--- src/hw/rtl/sle_pkg.sv ---
// shared types and constants for the sof/length/eof deframer
// no dependencies
`default_nettype none

package sle_pkg;

    localparam int MAX_PAYLOAD = 32;
    localparam int LEN_W       = $clog2(MAX_PAYLOAD);
    localparam int BYTE_W      = 8;
    localparam int IDX_W       = 5;
    localparam int FLAG_W      = 4;
    localparam int STATE_W     = 2;
    localparam int CFG_IDX_W   = 2;

    // length limit compared one bit wider than a byte so 256 still fits
    localparam logic [BYTE_W:0] LEN_LIMIT = (BYTE_W + 1)'(MAX_PAYLOAD);

    localparam logic [BYTE_W-1:0] START_BYTE_RESET = 8'hAA;
    localparam logic [BYTE_W-1:0] END_BYTE_RESET   = 8'h55;

    // configuration register indexes
    localparam logic [CFG_IDX_W-1:0] CFG_START_BYTE = 2'd0;
    localparam logic [CFG_IDX_W-1:0] CFG_END_BYTE   = 2'd1;

    // receiver state codes as seen on receiver_state
    localparam logic [STATE_W-1:0] ST_WAIT_START = 2'd0;
    localparam logic [STATE_W-1:0] ST_WAIT_LEN   = 2'd1;
    localparam logic [STATE_W-1:0] ST_WAIT_DATA  = 2'd2;
    localparam logic [STATE_W-1:0] ST_WAIT_END   = 2'd3;

    // sticky flag bit positions
    localparam int FLAG_START   = 0;
    localparam int FLAG_LEN_OK  = 1;
    localparam int FLAG_PAYLOAD = 2;
    localparam int FLAG_END     = 3;

    typedef struct packed {
        logic [BYTE_W-1:0] start_byte;
        logic [BYTE_W-1:0] end_byte;
    } cfg_t;

    typedef struct packed {
        logic               payload_valid;
        logic [BYTE_W-1:0]  payload_byte;
        logic [IDX_W-1:0]   payload_index;
        logic               payload_last;
        logic               frame_done;
        logic               length_rejected;
        logic [FLAG_W-1:0]  progress_flags;
        logic [STATE_W-1:0] receiver_state;
    } result_t;

endpackage

`default_nettype wire

--- src/hw/rtl/sle_cfg_regs.sv ---
// start and end byte configuration registers
// depends on sle_pkg
`default_nettype none

module sle_cfg_regs (
    input  wire logic                          clk,
    input  wire logic                          rst_n,
    input  wire logic                          cfg_we,
    input  wire logic [sle_pkg::CFG_IDX_W-1:0] cfg_index,
    input  wire logic [sle_pkg::BYTE_W-1:0]    cfg_wdata,
    output sle_pkg::cfg_t                      cfg
);
    import sle_pkg::*;

    cfg_t cfg_reg;
    cfg_t cfg_next;

    always_comb
    begin
        cfg_next = cfg_reg;
        if (cfg_we)
        begin
            case (cfg_index)
                CFG_START_BYTE: cfg_next.start_byte = cfg_wdata;
                CFG_END_BYTE:   cfg_next.end_byte   = cfg_wdata;
                default:        cfg_next = cfg_reg;
            endcase
        end
    end

    always_ff @(posedge clk or negedge rst_n)
    begin
        if (!rst_n)
        begin
            cfg_reg.start_byte <= START_BYTE_RESET;
            cfg_reg.end_byte   <= END_BYTE_RESET;
        end
        else
        begin
            cfg_reg <= cfg_next;
        end
    end

    assign cfg = cfg_reg;

endmodule

`default_nettype wire

--- src/hw/rtl/sle_in_reg.sv ---
// input register stage for received bytes
// depends on sle_pkg
`default_nettype none

module sle_in_reg (
    input  wire logic                       clk,
    input  wire logic                       rst_n,
    input  wire logic                       in_valid,
    output logic                            in_stall,
    input  wire logic [sle_pkg::BYTE_W-1:0] rx_byte,
    input  wire logic                       advance,
    output logic                            held_valid,
    output logic [sle_pkg::BYTE_W-1:0]      held_byte
);
    import sle_pkg::*;

    logic              valid_reg;
    logic              valid_next;
    logic [BYTE_W-1:0] byte_reg;
    logic [BYTE_W-1:0] byte_next;
    logic              load;

    // stage refills whenever it is empty or its item moves on
    assign load     = !valid_reg || advance;
    assign in_stall = !load;

    always_comb
    begin
        valid_next = valid_reg;
        byte_next  = byte_reg;
        if (load)
        begin
            valid_next = in_valid;
            byte_next  = rx_byte;
        end
    end

    always_ff @(posedge clk or negedge rst_n)
    begin
        if (!rst_n)
        begin
            valid_reg <= 1'b0;
        end
        else
        begin
            valid_reg <= valid_next;
        end
    end

    always_ff @(posedge clk)
    begin
        byte_reg <= byte_next;
    end

    assign held_valid = valid_reg;
    assign held_byte  = byte_reg;

endmodule

`default_nettype wire

--- src/hw/rtl/sle_rx_fsm.sv ---
// frame receiver state machine with its result register
// depends on sle_pkg
`default_nettype none

module sle_rx_fsm (
    input  wire logic                       clk,
    input  wire logic                       rst_n,
    input  wire sle_pkg::cfg_t              cfg,
    input  wire logic                       held_valid,
    input  wire logic [sle_pkg::BYTE_W-1:0] held_byte,
    output logic                            advance,
    output logic                            out_valid,
    input  wire logic                       out_stall,
    output sle_pkg::result_t                result
);
    import sle_pkg::*;

    typedef enum logic [STATE_W-1:0] {
        S_WAIT_START = ST_WAIT_START,
        S_WAIT_LEN   = ST_WAIT_LEN,
        S_WAIT_DATA  = ST_WAIT_DATA,
        S_WAIT_END   = ST_WAIT_END
    } state_t;

    state_t             state_reg;
    state_t             state_next;
    logic [LEN_W-1:0]   count_reg;
    logic [LEN_W-1:0]   count_next;
    logic [LEN_W-1:0]   len_reg;
    logic [LEN_W-1:0]   len_next;
    logic [FLAG_W-1:0]  flags_reg;
    logic [FLAG_W-1:0]  flags_next;
    logic               out_valid_reg;
    logic               out_valid_next;
    result_t            result_reg;
    result_t            result_next;
    result_t            res;
    logic [LEN_W:0]     count_inc;
    logic               take;

    assign advance   = !out_valid_reg || !out_stall;
    assign take      = held_valid && advance;
    assign count_inc = {1'b0, count_reg} + (LEN_W + 1)'(1);

    always_comb
    begin
        state_next = state_reg;
        count_next = count_reg;
        len_next   = len_reg;
        flags_next = flags_reg;
        res        = '0;
        case (state_reg)
            S_WAIT_START:
            begin
                if (held_byte == cfg.start_byte)
                begin
                    state_next             = S_WAIT_LEN;
                    count_next             = '0;
                    flags_next[FLAG_START] = 1'b1;
                end
            end
            S_WAIT_LEN:
            begin
                if ({1'b0, held_byte} >= LEN_LIMIT)
                begin
                    res.length_rejected = 1'b1;
                end
                else
                begin
                    len_next                = LEN_W'(held_byte);
                    count_next              = '0;
                    flags_next[FLAG_LEN_OK] = 1'b1;
                    if (held_byte == '0)
                    begin
                        // empty frame skips the data phase
                        state_next               = S_WAIT_END;
                        flags_next[FLAG_PAYLOAD] = 1'b1;
                    end
                    else
                    begin
                        state_next = S_WAIT_DATA;
                    end
                end
            end
            S_WAIT_DATA:
            begin
                res.payload_valid = 1'b1;
                res.payload_byte  = held_byte;
                res.payload_index = IDX_W'(count_reg);
                count_next        = LEN_W'(count_inc);
                if (count_inc >= {1'b0, len_reg})
                begin
                    res.payload_last         = 1'b1;
                    state_next               = S_WAIT_END;
                    flags_next[FLAG_PAYLOAD] = 1'b1;
                end
            end
            S_WAIT_END:
            begin
                if (held_byte == cfg.end_byte)
                begin
                    res.frame_done         = 1'b1;
                    state_next             = S_WAIT_START;
                    flags_next[FLAG_END]   = 1'b1;
                end
            end
            default:
            begin
                state_next = S_WAIT_START;
            end
        endcase
        res.progress_flags = flags_next;
        res.receiver_state = state_next;
    end

    always_comb
    begin
        out_valid_next = out_valid_reg;
        result_next    = result_reg;
        if (advance)
        begin
            out_valid_next = held_valid;
            result_next    = res;
        end
    end

    always_ff @(posedge clk or negedge rst_n)
    begin
        if (!rst_n)
        begin
            state_reg     <= S_WAIT_START;
            count_reg     <= '0;
            len_reg       <= '0;
            flags_reg     <= '0;
            out_valid_reg <= 1'b0;
            result_reg    <= '0;
        end
        else
        begin
            if (take)
            begin
                state_reg <= state_next;
                count_reg <= count_next;
                len_reg   <= len_next;
                flags_reg <= flags_next;
            end
            out_valid_reg <= out_valid_next;
            result_reg    <= result_next;
        end
    end

    assign out_valid = out_valid_reg;
    assign result    = result_reg;

endmodule

`default_nettype wire

--- src/hw/rtl/sof_length_eof_deframer.sv ---
// top level of the start/length/payload/end byte deframer
// depends on sle_pkg, sle_cfg_regs, sle_in_reg, sle_rx_fsm
//
//   channel   handshake              payload
//   input     in_valid / in_stall    rx_byte
//   output    out_valid / out_stall  payload_*, frame_done, length_rejected,
//                                    progress_flags, receiver_state
//   config    cfg_we                 cfg_index, cfg_wdata
//
// one byte per cycle sustained while out_stall is low; a byte passes the input register, then the result register
// the frame state updates in the same cycle as the item leaves the input register
// output stall backs up through the input register into in_stall
// rst_n clears the receiver state, flags, valid bits and loads the default bytes
`default_nettype none

module sof_length_eof_deframer (
    input  wire logic                          clk,
    input  wire logic                          rst_n,
    input  wire logic                          in_valid,
    output logic                               in_stall,
    input  wire logic [sle_pkg::BYTE_W-1:0]    rx_byte,
    output logic                               out_valid,
    input  wire logic                          out_stall,
    output logic                               payload_valid,
    output logic [sle_pkg::BYTE_W-1:0]         payload_byte,
    output logic [sle_pkg::IDX_W-1:0]          payload_index,
    output logic                               payload_last,
    output logic                               frame_done,
    output logic                               length_rejected,
    output logic [sle_pkg::FLAG_W-1:0]         progress_flags,
    output logic [sle_pkg::STATE_W-1:0]        receiver_state,
    input  wire logic                          cfg_we,
    input  wire logic [sle_pkg::CFG_IDX_W-1:0] cfg_index,
    input  wire logic [sle_pkg::BYTE_W-1:0]    cfg_wdata
);
    import sle_pkg::*;

    cfg_t              cfg;
    result_t           result;
    logic              advance;
    logic              held_valid;
    logic [BYTE_W-1:0] held_byte;

    sle_cfg_regs u_cfg (
        .clk       (clk),
        .rst_n     (rst_n),
        .cfg_we    (cfg_we),
        .cfg_index (cfg_index),
        .cfg_wdata (cfg_wdata),
        .cfg       (cfg)
    );

    sle_in_reg u_in (
        .clk        (clk),
        .rst_n      (rst_n),
        .in_valid   (in_valid),
        .in_stall   (in_stall),
        .rx_byte    (rx_byte),
        .advance    (advance),
        .held_valid (held_valid),
        .held_byte  (held_byte)
    );

    sle_rx_fsm u_fsm (
        .clk        (clk),
        .rst_n      (rst_n),
        .cfg        (cfg),
        .held_valid (held_valid),
        .held_byte  (held_byte),
        .advance    (advance),
        .out_valid  (out_valid),
        .out_stall  (out_stall),
        .result     (result)
    );

    assign payload_valid   = result.payload_valid;
    assign payload_byte    = result.payload_byte;
    assign payload_index   = result.payload_index;
    assign payload_last    = result.payload_last;
    assign frame_done      = result.frame_done;
    assign length_rejected = result.length_rejected;
    assign progress_flags  = result.progress_flags;
    assign receiver_state  = result.receiver_state;

endmodule

`default_nettype wire

--- config.mk ---
export PLATFORM = sky130hd
export DESIGN_NAME = sof_length_eof_deframer
export DESIGN_NICKNAME = d
export VERILOG_FILES = /design/src/hw/rtl/sle_pkg.sv /design/src/hw/rtl/sle_cfg_regs.sv /design/src/hw/rtl/sle_in_reg.sv /design/src/hw/rtl/sle_rx_fsm.sv /design/src/hw/rtl/sof_length_eof_deframer.sv
export SDC_FILE = /design/constraint.sdc
export NUM_CORES = 1
export LEC_CHECK = 0
export BUFFER_PORTS_ARGS = -buffer_cell sky130_fd_sc_hd__buf_2
export CORE_MARGIN = 4
export CORE_UTILIZATION = 55
export DETAILED_ROUTE_END_ITERATION = 10
export GPL_ROUTABILITY_DRIVEN = 0
export PLACE_DENSITY_LB_ADDON = 0.1
export SLEW_MARGIN = 20
export SYNTH_ARGS = -nofsm -noshare
export SYNTH_HDL_FRONTEND = slang
export SYNTH_SLANG_ARGS = --single-unit
--- constraint.sdc ---
create_clock -name clk -period 3.1 [get_ports clk]
set_input_delay 0.31 -clock clk [delete_from_list [all_inputs] [get_ports clk]]
set_output_delay 0.31 -clock clk [all_outputs]
set_load 0.01 [all_outputs]
==> impl_results.md <==
- Primary flip-flop cell chosen by synthesis mapping: dfrtp_1
- Net count of the finished layout: approximately 360
- Maximum fanout encountered on the critical timing path: 6
- Final slew viol count: 0
- First-pass GRT wire length: 9.977 mm
- Pre-Repair DR Iteration Count: 5
- CP max stage cell: dfrtp_1
- Antenna violations before repair: 0
- Via count normalized by instance count: approximately 5.3
- Minimum clock period: 2.212 ns
- Distinct cells, synth: 42
- Count of flip-flops with a built-in enable after synthesis: 8
- Multi-input gate area in the final layout: ~0.0013 mm2
- Cell family with most CP delay: compound AO/OA/AOI/OAI gates
- Std-Cell Rows: 26
- Clk_lat worst skew: roughly 0.34 ns
- Clock tree from TritonCTS: built
- Fraction of synthesized cell area taken by the top area cell type: 0.4060
- Synth cell count leaders: nand2_1 (50), dfrtp_1 (49), mux2_2 (21)
- Worst slew margin relative to its limit: 0.5570
- Clock tree root buffer cell: clkbuf_8
- Outcome: finished clean
- Avg Synthesized Cell Area: about 11 um2
- Cell Area, Synth: between 0.003 and 0.004 mm2
- Total I/O pin count: between 40 and 50
- DRC violation total after the first TritonRoute iteration: approximately 220
- Detail Route Antenna Nets: 0
- Worst hold path type: primary input to flip-flop
- Post-detailed-routing wire length: slightly below 6 mm
- Hold slack final: between 0.1 and 0.15 ns
- Type of the worst setup path: flip-flop to flip-flop
- Share of synthesized flip-flops with an asynchronous set or reset: 0.8769
- Num CTS Buffers: 9
- Utilization after layout: 0.6767
- Maximum number of pins on one net before global-route repair: 41
- Core region area: approximately 0.0052 mm2
- Flop and latch count out of synthesis: 65
- Achievable frequency: between 400 and 500 MHz
- Top cells by area in the synthesized netlist: dfrtp_1 (41%), edfxtp_1 (8.0%), mux2_2 (7.8%)
- Routed WL per cell: about 15 um
- Layout cell share with drive strength beyond 1: 0.3000
- Register clock-pin slew on the reported worst setup and hold paths: around 0.070 ns
- Net count after synthesis: approximately 300
- Number of global-route vias before repair: 2037
- Starting Density: 0.5803
- Buffers added on ports: between 40 and 50
- Buffers from clock root to sink, at most: 2
- Area taken by flip-flops and latches: roughly 0.0017 mm2
- Final-layout fill cell count: between 400 and 500
- Die boundary width: just over 80 um
- Capturing element type of the critical path: flip-flop
- Vias: 2105
- Total number of H-tree levels: 3
- Remaining Overflow, GRT: 0
- Post-Syn Instances: 271
- Remaining design rule violation count: 0
- Kind of start point of the critical path: flip-flop
- Dominant cell by count in the synthesized netlist: nand2_1
- Count of warnings emitted by yosys: 0
- Pwr dens: 721.5 mW/mm2
- Hold violation total from the final report: 0
- Maximum single-stage delay on the critical path: between 0.4 and 0.5 ns
- Final setup violation count: 0
- Final critical-path share of the clock period: 0.7134
- Growth of design area from synthesis to finish: 16.61%
- Peak VDD IR: approximately 0.49 mV
- Total negative setup slack: 0 ns
- Sequential element share of the synthesized area: 0.5551
- Max-cap violations: 0
- Sum of net half-perimeters after detailed placement: between 4 and 5 mm
- Data arrival time of the critical path: ~2.4 ns
- Clk_skew: between 0.009 and 0.01 ns
- Least-Margin Pin Slew: 0.6617 ns
- Max FFs per register: 23
- Unrepaired setup endpoints after global routing: no
- Cells along the critical path: ha_1, nand3_1, xnor2_1, ha_1, a21oi_1, o211ai_1, a211oi_1, o211ai_1
- Crit path buf inv count: 0
- Required time worst endpoint: between 3 and 4 ns
- Lkg Pwr: between 1.5 and 2 nW
- Antenna cell count: 0
- Largest area contributor in the synthesized netlist: dfrtp_1
- Die footprint: just under 0.007 mm2
- Die span in y: 82.11 um
- Total clock sinks: 65
- Post-CTS Repair Setup Buffers: 0
- Global Route Usage Sum: 0.2027
-- layer usage --
layer	GRT usage	part of all wire	vias up	wire, um
met5	0	0	-	0
met4	0.09967	0.022	0	129
met3	0.04555	0.068	11	398
met2	0.2835	0.44	68	2580
met1	0.2968	0.47	980	2773
li1	-	-	1046	-
-- power breakdown --
part / leakage [nW] / total [mW] / internal, mW / switching [mW]
clock network: 0.0941 / 0.672 / 0.368 / 0.304
logic: 0.826 / 0.703 / 0.328 / 0.375
registers: 0.809 / 1.17 / 1.04 / 0.123
-- cell type report --
cell class | count | share of cell area
sequential | 65 | 0.4760
clock buffer | 12 | 0.03837
timing repair buffer | 52 | 0.07815
clock inverter | 4 | 0.01279
inverter | 11 | 0.01172
tap | 70 | 0.02487
multi-input combinational | 186 | 0.3581
-- worst reg2reg max path: stages (launching register included) --
cell and delay (ns):
dfrtp_1 0.45, ha_1 0.22, nand3_1 0.10, xnor2_1 0.22
ha_1 0.29, a21oi_1 0.13, o211ai_1 0.17, a211oi_1 0.35
o211ai_1 0.14
-- final timing paths --
| kind | startpoint | end | slack (ns) | depth (start not counted) |
|---|---|---|---|---|
| max reg2reg | u_fsm.count_reg[0]$_DFFE_PN0P_ | u_fsm.result[0]$_DFFE_PN0P_ | 0.89 | 8 |
| max in group asynchronous | rst_n | u_cfg.cfg[4]$_DFFE_PN1P_ | 1.81 | 3 |
| min | rx_byte[2] | u_in.held_byte[2]$_DFFE_PN_ | 0.14 | 1 |
| max | u_fsm.count_reg[0]$_DFFE_PN0P_ | u_fsm.result[0]$_DFFE_PN0P_ | 0.89 | 8 |
| min in group asynchronous | rst_n | u_fsm.result[13]$_DFFE_PN0P_ | 0.43 | 2 |
| min reg2reg | u_fsm.result[21]$_DFFE_PN0P_ | u_fsm.result[21]$_DFFE_PN0P_ | 0.46 | 2 |
-- placed cells by master, fill, tap and decap left out, drive strengths merged, types with 10 or more instances in the layout --
cell type  instances
buf               51
clkbuf            12
dfrtp             49
ha                11
inv               11
mux2              22
nand2             50
nand3             17
nor2              10
xnor2             18
-- repair_timing --
item	CTS	global route
hold buffers	1	0
resized for setup	0	0
endpoints found under the hold margin	17	0
-- per-stage QoR --
| step | cell area, um2 | cells | power (mW) | setup WS (ns) |
|---|---|---|---|---|
| 6_report | 3522 | 400 | 2.541 | 0.8884 |
| 3_5_place_dp | 3332 | 383 | 1.880 | 0.8500 |
| 2_1_floorplan | 3020 | 271 | 1.665 | 1.153 |
| 3_3_place_gp | 3332 | 383 | 1.864 | 0.9075 |
| 5_1_grt | 3522 | 400 | 2.721 | 0.6978 |
| 4_1_cts | 3522 | 400 | 2.561 | 0.8393 |
-- logic make-up (layout without fill, tap and decap cells) --
group / Yosys count / after routing / share of synthesized area
flip-flops: 65 / 65 / 0.5551
AO/OA/AOI/OAI: 31 / 31 / 0.06877
multiplexers: 26 / 26 / 0.09652
adder cells (fa/ha/maj): 11 / 11 / 0.04557
buffers and inverters: 20 / 79 / 0.02734
XOR/XNOR: 19 / 19 / 0.05510
AND/OR/NAND/NOR: 99 / 99 / 0.1516
Note: power is estimated with default switching activity, not from simulation.
